--- src/rtl/core/srbp_pkg.sv ---
// shared types and constants for the sample record binary parser
`timescale 1ns / 1ps

package srbp_pkg;

  localparam logic [9:0] MAX_CHANNELS = 10'd1023;

  localparam logic [0:0] REG_ANALOG_COUNT  = 1'b0;
  localparam logic [0:0] REG_DIGITAL_COUNT = 1'b1;

  localparam logic [15:0] MISSING_MARK = 16'h8000;

  typedef enum logic [2:0] {
    KIND_SAMPLE_NUM = 3'd0,
    KIND_TIMESTAMP  = 3'd1,
    KIND_ANALOG     = 3'd2,
    KIND_DIGITAL    = 3'd3,
    KIND_TRUNCATED  = 3'd4
  } kind_t;

  typedef enum logic [1:0] {
    PH_SAMPLE  = 2'd0,
    PH_STAMP   = 2'd1,
    PH_ANALOG  = 2'd2,
    PH_DIGITAL = 2'd3
  } phase_t;

  typedef struct packed {
    logic [7:0] data_byte;
    logic       end_of_data;
  } byte_item_t;

  typedef struct packed {
    logic [2:0]         field_kind;
    logic [9:0]         channel_index;
    logic [31:0]        word_value;
    logic signed [15:0] analog_value;
    logic               sample_valid;
    logic               record_done;
    logic               run_last;
  } result_item_t;

  typedef struct packed {
    logic [9:0] analog_count;
    logic [9:0] digital_count;
  } cfg_t;

  // one group of results caused by a single byte
  typedef struct packed {
    kind_t       kind;
    logic [9:0]  ch_base;
    logic [31:0] value;
    logic [15:0] analog;
    logic        valid;
    logic        rec_done;
    logic [3:0]  last_bit;
  } group_t;

  function automatic logic [9:0] clamp_count(input logic [9:0] c);
    return (c > MAX_CHANNELS) ? MAX_CHANNELS : c;
  endfunction

endpackage

--- src/rtl/core/srbp_cfg_regs.sv ---
// apb register file holding the channel counts
`timescale 1ns / 1ps

module srbp_cfg_regs
  import srbp_pkg::*;
(
  input  logic        clk,
  input  logic        rst,
  input  logic        psel,
  input  logic        penable,
  input  logic        pwrite,
  input  logic [2:0]  paddr,
  input  logic [31:0] pwdata,
  output logic [31:0] prdata,
  output logic        pready,
  output cfg_t        cfg
);

  logic [9:0] analog_count;
  logic [9:0] digital_count;
  logic       wr_en;
  logic [0:0] reg_sel;

  assign pready  = 1'b1;
  assign reg_sel = paddr[2:2];
  assign wr_en   = psel && penable && pwrite;

  always_ff @(posedge clk) begin
    if (rst) begin
      analog_count  <= '0;
      digital_count <= '0;
    end else if (wr_en) begin
      case (reg_sel)
        REG_ANALOG_COUNT:  analog_count  <= pwdata[9:0];
        REG_DIGITAL_COUNT: digital_count <= pwdata[9:0];
        default: ;
      endcase
    end
  end

  always_comb begin
    case (reg_sel)
      REG_ANALOG_COUNT:  prdata = {22'd0, analog_count};
      REG_DIGITAL_COUNT: prdata = {22'd0, digital_count};
      default:           prdata = '0;
    endcase
  end

  assign cfg.analog_count  = analog_count;
  assign cfg.digital_count = digital_count;

endmodule

--- src/rtl/core/srbp_parse.sv ---
// record parser state and per-byte field decode
`timescale 1ns / 1ps

module srbp_parse
  import srbp_pkg::*;
(
  input  logic       clk,
  input  logic       rst,
  input  logic       accept,
  input  byte_item_t item,
  input  cfg_t       cfg,
  output logic       grp_load,
  output group_t     grp
);

  phase_t      record_phase, record_phase_next;
  logic [1:0]  byte_in_field, byte_in_field_next;
  logic [23:0] partial_bytes, partial_bytes_next;
  logic [9:0]  analog_counter, analog_counter_next;
  logic [6:0]  digital_word_counter, digital_word_counter_next;

  always_ff @(posedge clk) begin
    if (rst) begin
      record_phase         <= PH_SAMPLE;
      byte_in_field        <= '0;
      partial_bytes        <= '0;
      analog_counter       <= '0;
      digital_word_counter <= '0;
    end else if (accept) begin
      record_phase         <= record_phase_next;
      byte_in_field        <= byte_in_field_next;
      partial_bytes        <= partial_bytes_next;
      analog_counter       <= analog_counter_next;
      digital_word_counter <= digital_word_counter_next;
    end
  end

  always_comb begin
    logic        complete;
    logic        rec_end;
    logic        produce;
    logic [31:0] v;
    logic [9:0]  ac;
    logic [9:0]  dc;
    logic [6:0]  words;
    logic [10:0] base;
    logic [10:0] rem;

    record_phase_next         = record_phase;
    byte_in_field_next        = byte_in_field;
    partial_bytes_next        = partial_bytes;
    analog_counter_next       = analog_counter;
    digital_word_counter_next = digital_word_counter;
    rec_end = 1'b0;
    produce = 1'b0;

    ac    = clamp_count(cfg.analog_count);
    dc    = clamp_count(cfg.digital_count);
    words = 7'((11'(dc) + 11'd15) >> 4);
    base  = {digital_word_counter, 4'd0};
    rem   = (11'(dc) > base) ? (11'(dc) - base) : 11'd0;
    v     = {8'd0, partial_bytes} | ({24'd0, item.data_byte} << {byte_in_field, 3'b000});

    grp.kind     = KIND_SAMPLE_NUM;
    grp.ch_base  = '0;
    grp.value    = v;
    grp.analog   = '0;
    grp.valid    = 1'b1;
    grp.rec_done = 1'b0;
    grp.last_bit = '0;

    if (record_phase == PH_SAMPLE || record_phase == PH_STAMP) begin
      complete = (byte_in_field == 2'd3);
    end else begin
      complete = (byte_in_field != 2'd0);
    end

    if (!complete) begin
      partial_bytes_next = v[23:0];
      byte_in_field_next = byte_in_field + 2'd1;
    end else begin
      produce            = 1'b1;
      byte_in_field_next = '0;
      partial_bytes_next = '0;
      case (record_phase)
        PH_SAMPLE: begin
          grp.kind          = KIND_SAMPLE_NUM;
          record_phase_next = PH_STAMP;
        end
        PH_STAMP: begin
          grp.kind                  = KIND_TIMESTAMP;
          analog_counter_next       = '0;
          digital_word_counter_next = '0;
          if (ac != 10'd0) begin
            record_phase_next = PH_ANALOG;
          end else if (words != 7'd0) begin
            record_phase_next = PH_DIGITAL;
          end else begin
            rec_end = 1'b1;
          end
        end
        PH_ANALOG: begin
          grp.kind    = KIND_ANALOG;
          grp.ch_base = analog_counter;
          grp.value   = '0;
          grp.analog  = v[15:0];
          grp.valid   = (v[15:0] != MISSING_MARK);
          if (11'(analog_counter) + 11'd1 >= 11'(ac)) begin
            analog_counter_next = '0;
            if (words != 7'd0) begin
              record_phase_next = PH_DIGITAL;
            end else begin
              rec_end = 1'b1;
            end
          end else begin
            analog_counter_next = analog_counter + 10'd1;
          end
        end
        default: begin
          grp.kind    = KIND_DIGITAL;
          grp.ch_base = base[9:0];
          grp.value   = {16'd0, v[15:0]};
          // count of bits this word carries, minus one
          if (rem >= 11'd16) begin
            grp.last_bit = 4'd15;
          end else if (rem == 11'd0) begin
            grp.last_bit = 4'd0;
          end else begin
            grp.last_bit = rem[3:0] - 4'd1;
          end
          if (8'(digital_word_counter) + 8'd1 >= 8'(words)) begin
            digital_word_counter_next = '0;
            rec_end = 1'b1;
          end else begin
            digital_word_counter_next = digital_word_counter + 7'd1;
          end
        end
      endcase
    end

    grp.rec_done = rec_end;

    // stream ends inside a record: one truncation result replaces the rest
    if (item.end_of_data && !rec_end) begin
      produce      = 1'b1;
      grp.kind     = KIND_TRUNCATED;
      grp.ch_base  = '0;
      grp.value    = '0;
      grp.analog   = '0;
      grp.valid    = 1'b0;
      grp.rec_done = 1'b1;
      grp.last_bit = '0;
    end

    if (rec_end || item.end_of_data) begin
      record_phase_next         = PH_SAMPLE;
      byte_in_field_next        = '0;
      partial_bytes_next        = '0;
      analog_counter_next       = '0;
      digital_word_counter_next = '0;
    end

    grp_load = accept && produce;
  end

endmodule

--- src/rtl/core/srbp_expand.sv ---
// result register that expands a group into one result per cycle while result_ready is high
`timescale 1ns / 1ps

module srbp_expand
  import srbp_pkg::*;
(
  input  logic         clk,
  input  logic         rst,
  input  logic         grp_load,
  input  group_t       grp,
  output logic         slot_free,
  output logic         result_valid,
  input  logic         result_ready,
  output result_item_t result_item
);

  logic       held;
  group_t     cur;
  logic [3:0] bit_pos;
  logic       last_one;
  logic       take;

  assign last_one  = (bit_pos == cur.last_bit);
  assign take      = held && result_ready;
  assign slot_free = !held || (take && last_one);

  always_ff @(posedge clk) begin
    if (rst) begin
      held    <= 1'b0;
      bit_pos <= '0;
    end else if (grp_load) begin
      held    <= 1'b1;
      bit_pos <= '0;
    end else if (take) begin
      if (last_one) begin
        held <= 1'b0;
      end else begin
        bit_pos <= bit_pos + 4'd1;
      end
    end
  end

  always_ff @(posedge clk) begin
    if (grp_load) begin
      cur <= grp;
    end
  end

  assign result_valid = held;

  always_comb begin
    result_item.field_kind    = cur.kind;
    result_item.analog_value  = cur.analog;
    result_item.sample_valid  = cur.valid;
    result_item.record_done   = cur.rec_done && last_one;
    result_item.run_last      = last_one;
    if (cur.kind == KIND_DIGITAL) begin
      result_item.channel_index = cur.ch_base + 10'(bit_pos);
      result_item.word_value    = {31'd0, cur.value[{1'b0, bit_pos}]};
    end else begin
      result_item.channel_index = cur.ch_base;
      result_item.word_value    = cur.value;
    end
  end

endmodule

--- src/rtl/core/sample_record_binary_parser.sv ---
// top level of the sample record binary parser
`timescale 1ns / 1ps

// takes one byte of a stream of fixed-layout sample records per cycle and
// assembles little-endian fields: a 32-bit sample number, a 32-bit timestamp,
// analog_count signed 16-bit analog words (0x8000 flags a missing sample) and
// ceil(digital_count/16) digital words that give one result per channel bit.
// a byte that only adds to a partial field gives no result. a byte that
// finishes a field gives a group of results that the result register hands
// out one per cycle: one result for most fields, up to 16 for a digital word.
// the next byte is taken in the cycle that the last result of the previous
// group leaves, so the input runs at one byte per cycle except behind digital
// words and output stalls. a byte flagged with end_of_data that does not close
// the record gives a single truncation result and the parser returns to the
// record start. channel counts are set over apb at byte addresses 0 and 4; the
// user must set them only while the block is idle; the block does not check.

module sample_record_binary_parser
  import srbp_pkg::*;
(
  input  logic         clk,
  input  logic         rst,
  // byte channel
  input  logic         byte_valid,
  output logic         byte_ready,
  input  byte_item_t   byte_item,
  // result channel
  output logic         result_valid,
  input  logic         result_ready,
  output result_item_t result_item,
  // configuration port
  input  logic         psel,
  input  logic         penable,
  input  logic         pwrite,
  input  logic [2:0]   paddr,
  input  logic [31:0]  pwdata,
  output logic [31:0]  prdata,
  output logic         pready
);

  cfg_t   cfg;
  group_t grp;
  logic   grp_load;
  logic   slot_free;
  logic   accept;

  // a byte goes in whenever the result register is empty or emptying
  assign byte_ready = slot_free;
  assign accept     = byte_valid && byte_ready;

  srbp_cfg_regs u_cfg (
    .clk     (clk),
    .rst     (rst),
    .psel    (psel),
    .penable (penable),
    .pwrite  (pwrite),
    .paddr   (paddr),
    .pwdata  (pwdata),
    .prdata  (prdata),
    .pready  (pready),
    .cfg     (cfg)
  );

  // field assembly and record sequencing
  srbp_parse u_parse (
    .clk      (clk),
    .rst      (rst),
    .accept   (accept),
    .item     (byte_item),
    .cfg      (cfg),
    .grp_load (grp_load),
    .grp      (grp)
  );

  // result register, one result per cycle out of each group while result_ready is high
  srbp_expand u_expand (
    .clk          (clk),
    .rst          (rst),
    .grp_load     (grp_load),
    .grp          (grp),
    .slot_free    (slot_free),
    .result_valid (result_valid),
    .result_ready (result_ready),
    .result_item  (result_item)
  );

endmodule

--- config.mk ---
export PLATFORM = sky130hd
export DESIGN_NAME = sample_record_binary_parser
export DESIGN_NICKNAME = d
export VERILOG_FILES = /design/src/rtl/core/srbp_pkg.sv /design/src/rtl/core/srbp_cfg_regs.sv /design/src/rtl/core/srbp_parse.sv /design/src/rtl/core/srbp_expand.sv /design/src/rtl/core/sample_record_binary_parser.sv
export SDC_FILE = /design/constraint.sdc
export NUM_CORES = 1
export LEC_CHECK = 0
export BUFFER_PORTS_ARGS = -buffer_cell sky130_fd_sc_hd__buf_2
export CAP_MARGIN = 20
export CORE_MARGIN = 5
export CORE_UTILIZATION = 39
export CTS_BUF_LIST = sky130_fd_sc_hd__clkbuf_8
export CTS_CLUSTER_DIAMETER = 80
export CTS_CLUSTER_SIZE = 25
export DETAILED_ROUTE_END_ITERATION = 8
export PLACE_DENSITY = 0.69
export SYNTH_ARGS = -nofsm -noshare
export SYNTH_HDL_FRONTEND = slang
export SYNTH_SLANG_ARGS = --single-unit
--- constraint.sdc ---
create_clock -name clk -period 3.4 [get_ports clk]
set_input_delay 0.17 -clock clk [delete_from_list [all_inputs] [get_ports clk]]
set_output_delay 0.17 -clock clk [all_outputs]
set_load 0.01 [all_outputs]
Word-level counts from Yosys, hierarchy flattened
Cells that the tools add are included.

storage, ports and cells
  bits in registers = 137
  input bits = 51
  output and inout port bits = 99
  word-level logic and storage cells = 127

operators by class
  add/sub/neg operators = 10
  magnitude comparators = 7
  equal/unequal tests = 8
  shift-type cells = 1
  multiplexer cells = 43
  bitwise logic cells = 5
  reduce and logical (&&, ||, !) cells = 36

operator list
  operator                                                                 number
  42-bit one-hot mux with 2 select lines                                   1
  32-bit one-hot mux with 2 select lines                                   1
  62-bit 2-to-1 mux                                                        1
  10-bit 2-to-1 mux                                                        5
  24-bit 2-to-1 mux                                                        2
  42-bit 2-to-1 mux                                                        1
  24-bit by 32-bit bitwise OR with 32-bit output                           1
  8-bit by 5-bit left shift with 32-bit output                             1
  7-bit 2-to-1 mux                                                         3
  10-bit greater-than comparator (second input constant)                   2
  10-bit one-hot mux with 2 select lines                                   1
  17-bit 2-to-1 mux                                                        1
  16-bit inequality test (second input constant)                           1
  2-bit 2-to-1 mux                                                         7
  7-bit one-hot mux with 2 select lines                                    1
  1-bit 2-to-1 mux                                                         12
  2-bit one-hot mux with 3 select lines                                    2
  10-bit by 1-bit adder with 11-bit output (second input constant)         1
  10-bit by 4-bit adder with 11-bit output (second input constant)         1
  11-bit by 10-bit >= comparator with 1-bit output                         1
  11-bit by 5-bit >= comparator with 1-bit output (second input constant)  1
  10-bit by 11-bit greater-than comparator with 1-bit output               1
  11-bit zero test                                                         1
  11-bit 2-to-1 mux                                                        1
  35 further kinds                                                         60

Depth between registers and ports, before layout
  depth in word-level cells = 14
  mapped depth = 14
  gate-level depth less buffers = 13

Modules after synthesis
A second synthesis with hierarchy kept.

second synthesis, totals
  cells, all modules = 875
  area, all modules = 8,380.5 um2

by module, submodules not included
  module                       instances  cells each  area each (um2)  seq. area each (um2)
  srbp_parse                   1          546         4,062.6          900.9
  srbp_expand                  1          213         3,153.0          2,112.0
  srbp_cfg_regs                1          115         1,158.6          400.4
  sample_record_binary_parser  1          1           6.3              0.0

Least setup slack after synthesis
OpenSTA, ideal clock, no wires.

  path kind = flip-flop to flip-flop
  start point = reg u_parse.byte_in_field[0]
  end point = reg u_parse.analog_counter[0]
  setup time = 0.117 ns
  arrival time = 3.110 ns
  required time = 3.283 ns
  path slack = 0.173 ns
  stages on the path, launching flop included = 12
  buffers on the path = 2
  cells stage by stage = dfxtp_1 -> clkbuf_1 -> inv_1 -> ha_1 -> nor3_1 -> a21o_1 -> o211ai_1 -> inv_2 -> o41ai_2 -> and2_1 -> buf_2 -> a22o_1

between the ends
  longest elaborated chain between the ends = 6
  elaborated cells between the ends (all ways) = 9

RTL lines
  what                                                                              line                                source
  from (decl)                                                                       srbp_parse.sv:17                    logic [1:0] byte_in_field, byte_in_field_next;
  from (signal assigned)                                                            srbp_parse.sv:31                    byte_in_field <= byte_in_field_next;
  2-bit == test / 2-bit nonzero test (equally long branches)                        srbp_parse.sv:73, srbp_parse.sv:75
  1-bit 2-to-1 mux *                                                                srbp_parse.sv:72                    if (record_phase == PH_SAMPLE || record_phase == PH_STAMP) begin
  1-bit 2-to-1 mux                                                                  srbp_parse.sv:78                    if (!complete) begin
  1-bit logical OR                                                                  srbp_parse.sv:155                   if (rec_end || item.end_of_data) begin
  3-bit nonzero test (no source line) / 2-bit nonzero test (equally long branches)  --
  3-bit AND reduction (no source line)                                              --
  to (signal assigned)                                                              srbp_parse.sv:33                    analog_counter <= analog_counter_next;
  to (decl)                                                                         srbp_parse.sv:19                    logic [9:0] analog_counter, analog_counter_next;

Every way passes the cells marked *; elsewhere a longest branch is shown, timed or not.
A chain may end at the register's enable or synchronous reset.

Worst setup path in the final report
  start point = reg u_cfg.digital_count[0]
  end point = reg u_expand.cur[56] (netlist name) (data pin)

between the ends
  longest elaborated chain between the ends = 11
  elaborated cells between the ends (all ways) = 14

RTL lines
  what                                                                                                    line                 source
  from (decl)                                                                                             srbp_cfg_regs.sv:20  logic [9:0] digital_count;
  from (signal assigned)                                                                                  srbp_cfg_regs.sv:35  REG_DIGITAL_COUNT: digital_count <= pwdata[9:0];
  10-bit greater-than comparator                                                                          srbp_pkg.sv:60       return (c > MAX_CHANNELS) ? MAX_CHANNELS : c;
  10-bit 2-to-1 mux *                                                                                     srbp_pkg.sv:60
  10-bit by 4-bit adder with 11-bit output *                                                              srbp_parse.sv:59     words = 7'((11'(dc) + 11'd15) >> 4);
  parallel branches: the longest is 3 deep, another holds 8-bit by 7-bit >= comparator with 1-bit output  --
  1-bit one-hot mux with 3 select lines *                                                                 srbp_parse.sv:85     case (record_phase)
  1-bit 2-to-1 mux *                                                                                      srbp_parse.sv:78
  1-bit zero test *                                                                                       srbp_parse.sv:144    if (item.end_of_data && !rec_end) begin
  1-bit logical AND *                                                                                     srbp_parse.sv:144
  2-bit OR reduction (no source line) *                                                                   --
  to (signal assigned)                                                                                    srbp_expand.sv:45    cur <= grp;
  to (decl)                                                                                               srbp_expand.sv:18    group_t cur;

Every way passes the cells marked *.

==> results.tsv <==
metric	value	unit
vdd_ir_drop_max	0.262	mV
p_leak	3.67	nW
via_per_inst	5.12	
nets	1076	
setup_viol	0	
fin_skew	19.6	ps
vias	6496	
cp.arrival	3380	ps
cp-end-kind	flip-flop	
clock_latency	450	ps
wl_per_cell	15.9	um
synth_fa_ha_area_frac	0.0645	
fin_util	0.458	
cts_tree	done	
combinationalPowerShare	0.123	
hold_path.class	primary input to flip-flop	
max_slew_margin	0.559	
grt_use_total	0.167	
grt_first_pass_wirelength	32100	um
die_height	153	um
clkSinkCount	137	
first_pass_iters	5	
yosys.area_share.simple	0.225	
switching_share	0.272	
setup_ws	215	ps
synth.distinct_cells	66	
place_ws	59.5	ps
p_switching	1.02	mW
gp_congestion	0.853	
fillers	1927	
cts_buffers	17	
p_clk_frac	0.388	
synth_enable_flop_cells	67	
p_per_area	404	mW/mm^2
netlist_area	0.00800	mm^2
die_w	153	um
synth_xor_area_frac	0.0372	
setup-tns-final	0	ps
internal_power	2.72	mW
grt_pass1_vias	6160	
antenna_found_initial	0	
synth_ff_type	dfxtp_1	
synth_seq_area_share	0.427	
status	finished clean	
path_clk_slew	80	ps
drc	0	
antenna_cells	0	
synth-seq-cells	137	
areaGrowthSynthToFinish	15.9	%
rsz0062_at_grt	no	
min_period	3180	ps
drtIter0Drc	492	
path_class	flip-flop to flip-flop	
ios	150	
drtAntennaViolNets	0	
fin_crit_sh	0.937	
cts_buffer_depth	2	
drv_cap	0	
max_freq	0.314	GHz
synth_mux_area_frac	0.0233	
coreArea	0.0202	mm^2
crit_fanout	6	
dpl_cell_area	0.00866	mm^2
p_seq_frac	0.489	
finish.instance_area	0.00926	mm^2
synthArstFlopShare	0	
ys_warn_count	0	
worst_pin_slew	659	ps
grt_max_degree	64	
dieArea	0.0235	mm^2
post_cts_buffers	0	
overflow	0	
layout_common_cells	103 x nor2_1, 103 x buf_2, 92 x a21oi_1	
finalMaxSlewViolations	0	
total_power	3.74	mW
synth_compound_area_frac	0.136	
syn_inst	891	
start_kind	flip-flop	
synth_top_family_by_area	simple AND/OR/NAND/NOR gates	
htreeDepth	4	
drive_gt1_frac	0.219	
portBuffers	102	
dpl.hpwl	15000	um
cp.required	3590	ps
clockRootBuffer	clkbuf_8	
rows	52	
finalHoldViolCount	0	
start_util	0.395	
routed_wl	20200	um
avgSynthCellArea	8.97	um^2
[synthesized netlist by cell type (all sizes together) (14+ instances only)]
library cell | count | share of area
nor3 | 25 | 0.021
nor2 | 112 | 0.055
inv | 41 | 0.019
clkbuf | 32 | 0.015
ha | 38 | 0.059
nand3 | 26 | 0.016
o21ai | 26 | 0.016
buf | 60 | 0.052
nand2 | 89 | 0.042
dfxtp | 70 | 0.18
edfxtp | 67 | 0.25
xor2 | 17 | 0.019
nor4 | 14 | 0.018
and2 | 40 | 0.031
xnor2 | 17 | 0.019
a21oi | 94 | 0.061
[timing repair]
action,4_1_cts,5_1_grt
endpoints found under the setup margin,0,84
endpoints found under the hold margin,21,0
gates resized for setup,0,14
hold buffers,11,0
[cell families (layout without fill, tap and decap cells)]
| logic type | Yosys count | count (layout) |
|---|---|---|
| adder cells (fa/ha/maj) | 40 | 40 |
| XOR/XNOR | 34 | 34 |
| flip-flops | 137 | 137 |
| AND/OR/NAND/NOR | 356 | 356 |
| multiplexers | 12 | 12 |
| buffers and inverters | 133 | 219 |
| other | 2 | 23 |
| AO/OA/AOI/OAI | 177 | 177 |
[state kept, by name (all words and copies together), names as in the netlist]
register,count
u_parse.digital_word_counter,7
u_parse.partial_bytes,24
u_parse.analog_counter,10
u_expand.bit_pos,4
u_parse.byte_in_field,2
u_expand.result_item,20
u_expand.result_valid,1
u_parse.record_phase,2
u_cfg.analog_count,10
u_cfg.digital_count,10
u_expand.cur,47
[metrics by stage]
step	hold WS, ps	cells
after floorplan	306	912
after global placement	428	1224
after detailed placement	435	1224
after CTS	36.5	1267
after global routing	76.1	1268
final	76.5	1268
[power by group through the flow]
stage	logic (mW)	clock network, mW	registers [mW]
5_1_grt	0.504	1.56	1.84
6_report	0.460	1.45	1.83
3_5_place_dp	0.443	0	1.87
2_1_floorplan	0.331	0	1.85
4_1_cts	0.455	1.49	1.83
3_3_place_gp	0.439	0	1.86
[worst max-delay path: stages (launching register included)]
cell      delay [ps]
dfxtp_2          410
nor4_4            70
nor2_2           170
nand3_1          150
or2_2            320
nor2_1           160
xnor2_1          150
ha_1             260
a21o_1           180
nand2_1          160
a21oi_4          100
buf_4            160
o311ai_4         350
buf_2            230
nor2_1            50
[layer usage]
layer / share of wire / global-route usage / wire length (um)
met5: 0 / 0 / 0
met4: 0.025 / 0.0602 / 509
met3: 0.052 / 0.0345 / 1050
met2: 0.47 / 0.269 / 9520
met1: 0.45 / 0.223 / 9100
[final timing paths]
check / startpoint / endpoint / slack, ps / cells past startpoint
worst max-delay path: u_cfg.digital_count[0] / u_expand.cur[56] / 220 / 14
worst min-delay path: byte_item[1] / u_parse.partial_bytes[0] / 80 / 3
worst max register to register: u_cfg.digital_count[0] / u_expand.cur[56] / 220 / 14
worst min register to register: u_cfg.analog_count[5] / u_cfg.analog_count[5] / 470 / 2
[cell type report]
type / instances / area, um^2 / share of cell area
Multi-Input combinational cell: 642 / 4030 / 0.435
Sequential cell: 137 / 3420 / 0.369
Tap cell: 270 / 338 / 0.0365
Timing Repair Buffer: 146 / 895 / 0.0966
Inverter: 41 / 154 / 0.0166
Clock inverter: 14 / 184 / 0.0199
Clock buffer: 18 / 248 / 0.0267
Power figures use the tool's default switching activity.
